--- src/bsc_pkg.sv ---
// Shared types, constants and character mapping functions for the Base64 codec.
package bsc_pkg;

    localparam logic       MODE_ENCODE = 1'b0;
    localparam logic       MODE_DECODE = 1'b1;
    localparam logic [7:0] PAD_CHAR    = 8'h3D;
    localparam logic [6:0] NO_VALUE    = 7'd64;
    localparam int         QUEUE_DEPTH = 2;

    // One burst of results produced by one input item.
    typedef struct packed {
        logic [3:0][7:0] chars;
        logic [1:0]      cnt_m1;
        logic            has_data;
        logic            last;
    } cmd_t;

    function automatic logic [7:0] enc_char(input logic [5:0] v);
        logic [7:0] r;
        priority if (v < 6'd26) begin
            r = 8'h41 + {2'b00, v};
        end else if (v < 6'd52) begin
            r = 8'h61 + {2'b00, v} - 8'd26;
        end else if (v < 6'd62) begin
            r = 8'h30 + {2'b00, v} - 8'd52;
        end else if (v == 6'd62) begin
            r = 8'h2B;
        end else begin
            r = 8'h2F;
        end
        return r;
    endfunction

    function automatic logic [6:0] char_value(input logic [7:0] c);
        logic [7:0] r;
        priority if (c >= 8'h41 && c <= 8'h5A) begin
            r = c - 8'h41;
        end else if (c >= 8'h61 && c <= 8'h7A) begin
            r = c - 8'h61 + 8'd26;
        end else if (c >= 8'h30 && c <= 8'h39) begin
            r = c - 8'h30 + 8'd52;
        end else if (c == 8'h2B) begin
            r = 8'd62;
        end else if (c == 8'h2F) begin
            r = 8'd63;
        end else begin
            r = {1'b0, NO_VALUE};
        end
        return r[6:0];
    endfunction

endpackage

--- src/bsc_front.sv ---
// Front end: accepts items, tracks the pending group and builds result bursts.
module bsc_front (
    input  logic          aclk,
    input  logic          aresetn,
    input  logic          cfg_wr_en,
    input  logic          cfg_wr_data,
    input  logic          s_valid,
    output logic          s_ready,
    input  logic [7:0]    s_in_byte,
    input  logic          s_in_last,
    input  logic          q_full,
    output logic          push,
    output bsc_pkg::cmd_t push_cmd
);
    import bsc_pkg::*;

    logic        mode_reg,  mode_next;
    logic [23:0] bits_reg,  bits_next;
    logic [1:0]  cnt_reg,   cnt_next;

    logic        accept;
    logic [1:0]  cnt_enc;
    logic [1:0]  cnt1;
    logic [23:0] enc_bits;
    logic [7:0]  b0, b1, b2;
    logic [6:0]  v, v0, v1, v2;
    logic [7:0]  o0, o1, o2;
    logic        v2_ok, v_ok;

    assign s_ready = !q_full;
    assign accept  = s_valid && s_ready;

    always_comb begin
        cnt_enc = (cnt_reg > 2'd2) ? 2'd2 : cnt_reg;
        unique case (cnt_enc)
            2'd0:    enc_bits = bits_reg | {s_in_byte, 16'h0000};
            2'd1:    enc_bits = bits_reg | {8'h00, s_in_byte, 8'h00};
            default: enc_bits = bits_reg | {16'h0000, s_in_byte};
        endcase
        cnt1 = cnt_enc + 2'd1;
        b0   = enc_bits[23:16];
        b1   = enc_bits[15:8];
        b2   = enc_bits[7:0];

        v     = char_value(s_in_byte);
        v0    = bits_reg[6:0];
        v1    = bits_reg[13:7];
        v2    = bits_reg[20:14];
        o0    = {v0[5:0], 2'b00} + {5'b00000, v1[6:4]};
        o1    = {v1[3:0], 4'h0} + {3'b000, v2[6:2]};
        o2    = {v2[1:0], 6'h00} + {1'b0, v};
        v2_ok = (v2 != NO_VALUE);
        v_ok  = (v != NO_VALUE);

        mode_next         = mode_reg;
        bits_next         = bits_reg;
        cnt_next          = cnt_reg;
        push              = 1'b0;
        push_cmd.chars    = '0;
        push_cmd.cnt_m1   = 2'd3;
        push_cmd.has_data = 1'b1;
        push_cmd.last     = s_in_last;

        if (cfg_wr_en) begin
            // Mode change drops any pending group.
            mode_next = cfg_wr_data;
            bits_next = '0;
            cnt_next  = '0;
        end else if (accept) begin
            if (mode_reg == MODE_ENCODE) begin
                // Unfilled bytes are zero, so the full-group formulas cover
                // the partial flush; only the padding differs.
                push_cmd.chars[0] = enc_char(b0[7:2]);
                push_cmd.chars[1] = enc_char({b0[1:0], b1[7:4]});
                push_cmd.chars[2] = (cnt1 == 2'd1) ? PAD_CHAR
                                                   : enc_char({b1[3:0], b2[7:6]});
                push_cmd.chars[3] = (cnt1 == 2'd3) ? enc_char(b2[5:0]) : PAD_CHAR;
                push_cmd.cnt_m1   = 2'd3;
                if (cnt1 == 2'd3 || s_in_last) begin
                    push      = 1'b1;
                    bits_next = '0;
                    cnt_next  = '0;
                end else begin
                    bits_next = enc_bits;
                    cnt_next  = cnt1;
                end
            end else begin
                if (cnt_reg != 2'd3) begin
                    unique case (cnt_reg)
                        2'd0:    bits_next = bits_reg | {17'h0, v};
                        2'd1:    bits_next = bits_reg | {10'h0, v, 7'h00};
                        default: bits_next = bits_reg | {3'h0, v, 14'h0};
                    endcase
                    cnt_next = cnt_reg + 2'd1;
                    if (s_in_last) begin
                        // Partial group at message end: drop it, send a marker.
                        push              = 1'b1;
                        push_cmd.chars    = '0;
                        push_cmd.cnt_m1   = 2'd0;
                        push_cmd.has_data = 1'b0;
                        bits_next         = '0;
                        cnt_next          = '0;
                    end
                end else begin
                    // Compact the bytes that survive padding.
                    push              = 1'b1;
                    push_cmd.chars[0] = o0;
                    push_cmd.chars[1] = v2_ok ? o1 : o2;
                    push_cmd.chars[2] = o2;
                    push_cmd.chars[3] = 8'h00;
                    push_cmd.cnt_m1   = {1'b0, v2_ok} + {1'b0, v_ok};
                    bits_next         = '0;
                    cnt_next          = '0;
                end
            end
        end
    end

    always_ff @(posedge aclk) begin
        if (!aresetn) begin
            mode_reg <= MODE_ENCODE;
            bits_reg <= '0;
            cnt_reg  <= '0;
        end else begin
            mode_reg <= mode_next;
            bits_reg <= bits_next;
            cnt_reg  <= cnt_next;
        end
    end

endmodule

--- src/bsc_fifo.sv ---
// Short command queue between the front end and the output sequencer.
module bsc_fifo (
    input  logic          aclk,
    input  logic          aresetn,
    input  logic          push,
    input  bsc_pkg::cmd_t push_cmd,
    output logic          full,
    input  logic          pop,
    output logic          empty,
    output bsc_pkg::cmd_t pop_cmd
);
    import bsc_pkg::*;

    localparam int PTR_W = $clog2(QUEUE_DEPTH);
    localparam int CNT_W = $clog2(QUEUE_DEPTH + 1);

    cmd_t             entry_reg [QUEUE_DEPTH];
    logic [PTR_W-1:0] wr_ptr_reg, wr_ptr_next;
    logic [PTR_W-1:0] rd_ptr_reg, rd_ptr_next;
    logic [CNT_W-1:0] cnt_reg,    cnt_next;
    logic             do_push, do_pop;

    assign full    = (cnt_reg == CNT_W'(QUEUE_DEPTH));
    assign empty   = (cnt_reg == '0);
    assign do_push = push && !full;
    assign do_pop  = pop && !empty;
    assign pop_cmd = entry_reg[rd_ptr_reg];

    always_comb begin
        wr_ptr_next = wr_ptr_reg;
        rd_ptr_next = rd_ptr_reg;
        if (do_push) begin
            wr_ptr_next = (wr_ptr_reg == PTR_W'(QUEUE_DEPTH - 1)) ? '0
                                                                 : wr_ptr_reg + 1'b1;
        end
        if (do_pop) begin
            rd_ptr_next = (rd_ptr_reg == PTR_W'(QUEUE_DEPTH - 1)) ? '0
                                                                 : rd_ptr_reg + 1'b1;
        end
        cnt_next = cnt_reg + CNT_W'(do_push) - CNT_W'(do_pop);
    end

    always_ff @(posedge aclk) begin
        if (!aresetn) begin
            wr_ptr_reg <= '0;
            rd_ptr_reg <= '0;
            cnt_reg    <= '0;
        end else begin
            wr_ptr_reg <= wr_ptr_next;
            rd_ptr_reg <= rd_ptr_next;
            cnt_reg    <= cnt_next;
        end
    end

    always_ff @(posedge aclk) begin
        if (do_push) begin
            entry_reg[wr_ptr_reg] <= push_cmd;
        end
    end

endmodule

--- src/bsc_back.sv ---
// Back end: plays out one command as a sequence of result items.
module bsc_back (
    input  logic          aclk,
    input  logic          aresetn,
    input  logic          q_empty,
    input  bsc_pkg::cmd_t q_cmd,
    output logic          q_pop,
    output logic          m_valid,
    input  logic          m_ready,
    output logic [7:0]    m_out_byte,
    output logic          m_has_data,
    output logic          m_out_last
);
    import bsc_pkg::*;

    cmd_t       cur_reg;
    logic [1:0] idx_reg,  idx_next;
    logic       busy_reg, busy_next;
    logic       at_end, done;

    assign at_end     = (idx_reg == cur_reg.cnt_m1);
    assign done       = busy_reg && m_ready && at_end;
    assign q_pop      = !q_empty && (!busy_reg || done);
    assign m_valid    = busy_reg;
    assign m_out_byte = cur_reg.chars[idx_reg];
    assign m_has_data = cur_reg.has_data;
    assign m_out_last = busy_reg && cur_reg.last && at_end;

    always_comb begin
        idx_next  = idx_reg;
        busy_next = busy_reg;
        if (q_pop) begin
            idx_next  = '0;
            busy_next = 1'b1;
        end else if (done) begin
            busy_next = 1'b0;
        end else if (busy_reg && m_ready) begin
            idx_next = idx_reg + 2'd1;
        end
    end

    always_ff @(posedge aclk) begin
        if (!aresetn) begin
            idx_reg  <= '0;
            busy_reg <= 1'b0;
        end else begin
            idx_reg  <= idx_next;
            busy_reg <= busy_next;
        end
    end

    always_ff @(posedge aclk) begin
        if (q_pop) begin
            cur_reg <= q_cmd;
        end
    end

endmodule

--- src/base64_stream_codec.sv ---
// Top level of the streaming Base64 encoder/decoder.
//
// Usage:
//   cfg_wr_en/cfg_wr_data write the mode (0 encode, 1 decode); a write also
//   drops any pending group. Write only while no item is in flight.
//   Input channel s_*: one byte (encode) or one character (decode) per item,
//   s_in_last marks the end of a message.
//   Result channel m_*: one character or byte per item; m_has_data is 0 only
//   on the end marker of a decode message that ended in a partial group;
//   m_out_last flags the final result of a message.
// Flow: an item that yields a burst is queued when it is accepted; the
//   sequencer loads the burst from the queue once it has finished the last one.
// Throughput: the output sequencer gives one result per cycle while m_ready
//   is high and bursts are queued. Encode emits four results per three bytes
//   and four for a one-byte message; decode keeps one per cycle.
// Stall: a two-entry command queue sits between the front end and the
//   output sequencer; when it fills, s_ready drops until results drain.
// Reset: aresetn (synchronous, active low) selects encode, clears the
//   pending group, empties the queue and drops m_valid.
module base64_stream_codec (
    input  logic       aclk,
    input  logic       aresetn,
    input  logic       cfg_wr_en,
    input  logic       cfg_wr_data,
    input  logic       s_valid,
    output logic       s_ready,
    input  logic [7:0] s_in_byte,
    input  logic       s_in_last,
    output logic       m_valid,
    input  logic       m_ready,
    output logic [7:0] m_out_byte,
    output logic       m_has_data,
    output logic       m_out_last
);
    import bsc_pkg::*;

    logic q_full, q_empty, q_push, q_pop;
    cmd_t push_cmd, pop_cmd;

    // Front end: classify each item, build its result burst.
    bsc_front u_front (
        .aclk        (aclk),
        .aresetn     (aresetn),
        .cfg_wr_en   (cfg_wr_en),
        .cfg_wr_data (cfg_wr_data),
        .s_valid     (s_valid),
        .s_ready     (s_ready),
        .s_in_byte   (s_in_byte),
        .s_in_last   (s_in_last),
        .q_full      (q_full),
        .push        (q_push),
        .push_cmd    (push_cmd)
    );

    // Queue: decouple input acceptance from output stalls.
    bsc_fifo u_fifo (
        .aclk     (aclk),
        .aresetn  (aresetn),
        .push     (q_push),
        .push_cmd (push_cmd),
        .full     (q_full),
        .pop      (q_pop),
        .empty    (q_empty),
        .pop_cmd  (pop_cmd)
    );

    // Back end: advance through the burst one result per accepted item.
    bsc_back u_back (
        .aclk       (aclk),
        .aresetn    (aresetn),
        .q_empty    (q_empty),
        .q_cmd      (pop_cmd),
        .q_pop      (q_pop),
        .m_valid    (m_valid),
        .m_ready    (m_ready),
        .m_out_byte (m_out_byte),
        .m_has_data (m_has_data),
        .m_out_last (m_out_last)
    );

endmodule

--- config.mk ---
export PLATFORM = sky130hd
export DESIGN_NAME = base64_stream_codec
export DESIGN_NICKNAME = d
export VERILOG_FILES = /design/src/bsc_pkg.sv /design/src/bsc_front.sv /design/src/bsc_fifo.sv /design/src/bsc_back.sv /design/src/base64_stream_codec.sv
export SDC_FILE = /design/constraint.sdc
export NUM_CORES = 1
export LEC_CHECK = 0
export ABC_AREA = 1
export BUFFER_PORTS_ARGS = -buffer_cell sky130_fd_sc_hd__buf_4
export CAP_MARGIN = 0
export CORE_MARGIN = 2
export CORE_UTILIZATION = 55
export DETAILED_ROUTE_END_ITERATION = 8
export GPL_ROUTABILITY_DRIVEN = 1
export GPL_TIMING_DRIVEN = 1
export PLACE_DENSITY_LB_ADDON = 0.15
export SETUP_SLACK_MARGIN = 0.5
export SLEW_MARGIN = 20
export SYNTH_ARGS = -nofsm -noshare
export SYNTH_HDL_FRONTEND = slang
export SYNTH_SLANG_ARGS = --single-unit
--- constraint.sdc ---
create_clock -name aclk -period 4.85 [get_ports aclk]
set_input_delay 0.2425 -clock aclk [delete_from_list [all_inputs] [get_ports aclk]]
set_output_delay 0.2425 -clock aclk [all_outputs]
set_load 0.01 [all_outputs]
==> run_results.csv <==
group,metric,value,unit
setup_path,critPathMaxStageDelay,0.71,ns
setup_path,start_kind,"register",
sta,finClkSkew,0.0107,ns
cts,cts_tree,"built",
synthesis,ys_top_cells_by_count,"nand2_1 (322), inv_1 (126), edfxtp_1 (108), nor2_1 (106), a21oi_1 (87)",
synthesis,synthCells,1184,
floorplanning,dieArea,0.0178,mm2
cts,clk_pin_slew,0.07,ns
finish,nets,1277,
run_status,status,"finished, final reports clean",
drt,route.vias.total,8095,
global_route,antenna_found_initial,0,
synthesis,synth-edff-count,108,
synthesis,synthTopCellsByArea,"edfxtp_1 (35%), nand2_1 (13%), ha_1 (8.0%)",
sta,rsz0062_at_grt,"false",
global_route,grt_overflow_total,0,
sta,max_slew.worst_pin.slew,1.07,ns
finish,largest_reg_flops,72,
power,p_leak,4.48,nW
sta,tns,0,ns
drt,wirelength,25000,um
drt,dr.pass1.iters,6,
drt,drcViolationCount,0,
drt,detail-route-antenna-nets,0,
placement,io_buffers,26,
setup_path,critPathKind,"register to register",
power,power,0.00429,W
floorplanning,initial_core_util,55.9,%
floorplanning,fp-row-count,47,
sta,period_share,71.8,%
placement,gp_congestion,0.998,
finish,area_delta_synth_final,10.4,%
sta,setup_slack,1.37,ns
cts,numCtsBuffers,17,
setup_path,crit_arrival,3.74,ns
synthesis,yosys_most_used_dff,"edfxtp_1",
global_route,grt_max_degree,38,
synthesis,ys_seq_area_share,42.6,%
finish,fillers,1494,
setup_path,cp_common_cell,"inv_1",
global_route,track_usage,28.6,%
setup_path,cp_max_fo,13,
sta,relSlewSlack,28.8,%
floorplanning,coreArea,0.0165,mm2
setup_path,path_cells,"inv_1 > ha_1 > inv_2 > nand2_4 > nor2_1 > nor2_2 > inv_1 > ha_1 > a21oi_1 > nand2_1 > inv_1 > nand3_1 > nand2_1 > inv_1 > a21oi_1",
synthesis,syn_nets,1258,
synthesis,syn-cell-area,0.00920,mm2
cts,post-cts-setup-buffers,0,
placement,place_area,0.00957,mm2
synthesis,yosysWarnings,0,
cts,clkLatencyLatePin,0.43,ns
cts,clockRootBuffer,"clkbuf_16",
sta,setup_viol,0,
setup_path,r2r_cells,15,
setup_path,critPathRequiredTime,5.10,ns
worst_hold_path,hp-class,"input pin to register",
floorplanning,die_w,133,um
sta,drv_slew,0,
global_route,grt_pass1_vias,7488,
floorplanning,pin_count,27,
setup_path,end_kind,"register",
power,power-per-cell-area,423,mW/mm2
drt,vias_per_cell,5.64,
drt,drt_iter0_drc,795,
job,maxCapViolations,0,
finish,drive_above_1_share,8.88,%
finish,fin_area,0.0102,mm2
synthesis,synth_top_area_share,35.3,%
finish,diodes,0,
synthesis,async_flop_share,0,%
cts,cts_hold_buf,0,
cts,clock_sinks,142,
cts,cts.path.max_buffers,2,
floorplanning,die_h,133,um
placement,place_ws,1.46,ns
cts,ctsResizeCount,0,
synthesis,yosys.area.top_type,"edfxtp_1",
sta,fin_crit,3.48,ns
cts,h-tree-depth,4,
synthesis,synth.most_common_cell,"nand2_1",
global_route,grt_pass1_wl,39500,um
sta,finalHoldViolCount,0,
power,ir_worst_vdd,0.363,mV
sta,fmax,287,MHz
synthesis,avgSynthCellArea,7.77,um2
synthesis,ys_ff_latch,142,
placement,dp_hpwl,18400,um
worst_hold_path,hold_depth,1,
drt,wire_per_inst,17.4,um
setup_path,cp_slowest_cell,"ha_1",
synthesis,synthDistinctLibCells,43,
## placed cells by master (no fill, tap or decap), drive strengths merged
master	synthesis	final
o21bai	1	1
xnor2	6	6
buf	14	31
clkbuf	17	18
o31ai	3	3
nor2	111	111
clkinv	1	7
nor3b	2	2
nor3	8	8
o221ai	2	2
xor2	19	19
o21ai	96	96
nand3b	4	4
a211oi	3	3
dfxtp	34	34
edfxtp	108	108
nand3	78	78
inv	137	144
a21boi	1	1
or2	2	2
a31oi	8	8
o22ai	9	9
bufinv	0	1
o211ai	6	6
a21o	1	1
o21a	1	1
ha	59	59
a21oi	99	99
nand2	330	330
nand4	24	24
## report_power, final
part           internal (W)  total, W  switching [W]
sequential          0.00160   0.00170       0.000107
clock              0.000738   0.00130       0.000563
combinational      0.000393   0.00129       0.000897
total               0.00273   0.00429        0.00157
## critical path, delay by kind of cell, from the launching register on
family / cells / cell delay, ns
adders and majority gates: 2 / 0.94
and+or+nand+nor: 6 / 0.86
buffers and inverters: 5 / 0.81
DFF: 1 / 0.37
AOI/OAI and AO/OA: 2 / 0.31
## final timing paths
check | startpoint | endpoint | slack [ns]
max | u_front.cnt_reg[1] | u_fifo.entry_reg[1][31] | 1.37
min | s_in_last | u_fifo.entry_reg[0][0] | 0.07
max reg2reg | u_front.cnt_reg[1] | u_fifo.entry_reg[1][31] | 1.37
min reg2reg | u_front.bits_reg[21] | u_front.bits_reg[21] | 0.48
## routing by layer
| layer | wire length [um] | up-vias | global-route usage (%) |
|---|---|---|---|
| li1 | - | 4008 | - |
| met1 | 11000 | 3705 | 38.6 |
| met2 | 11500 | 337 | 46.4 |
| met3 | 1820 | 45 | 5.44 |
| met4 | 631 | 0 | 10.4 |
| met5 | 0 | - | 0 |
## layout make-up
| type | count | area (um2) | area share (%) |
|---|---|---|---|
| multi-input cells | 873 | 4610 | 45.4 |
| flip-flops and latches | 142 | 3920 | 38.6 |
| inverters | 138 | 520 | 5.13 |
| clock buffers | 18 | 439 | 4.32 |
| well taps | 220 | 275 | 2.71 |
| repair buffers | 31 | 233 | 2.29 |
| clock inverters | 14 | 150 | 1.48 |
## kinds of logic (layout without fill, tap and decap cells)
group / Yosys count / after routing / share of synthesized area [%]
XOR/XNOR: 25 / 25 / 2.38
AND/OR/NAND/NOR: 559 / 559 / 25.6
buffers and inverters: 169 / 201 / 7.36
AO/OA/AOI/OAI: 230 / 230 / 14.0
adder cells (fa/ha/maj): 59 / 59 / 8.02
flip-flops: 142 / 142 / 42.6
## through the flow
| step | hold slack [ns] | std cells | utilization (%) |
|---|---|---|---|
| 2_1_floorplan | 0.336 | 1184 | - |
| 3_3_place_gp | 0.462 | 1404 | 58.1 |
| 3_5_place_dp | 0.469 | 1404 | 58.1 |
| 4_1_cts | 0.0640 | 1436 | 61.7 |
| 5_1_grt | 0.0677 | 1436 | 61.7 |
| 6_report | 0.0656 | 1436 | 61.7 |
(Power assumes the default switching activity.)
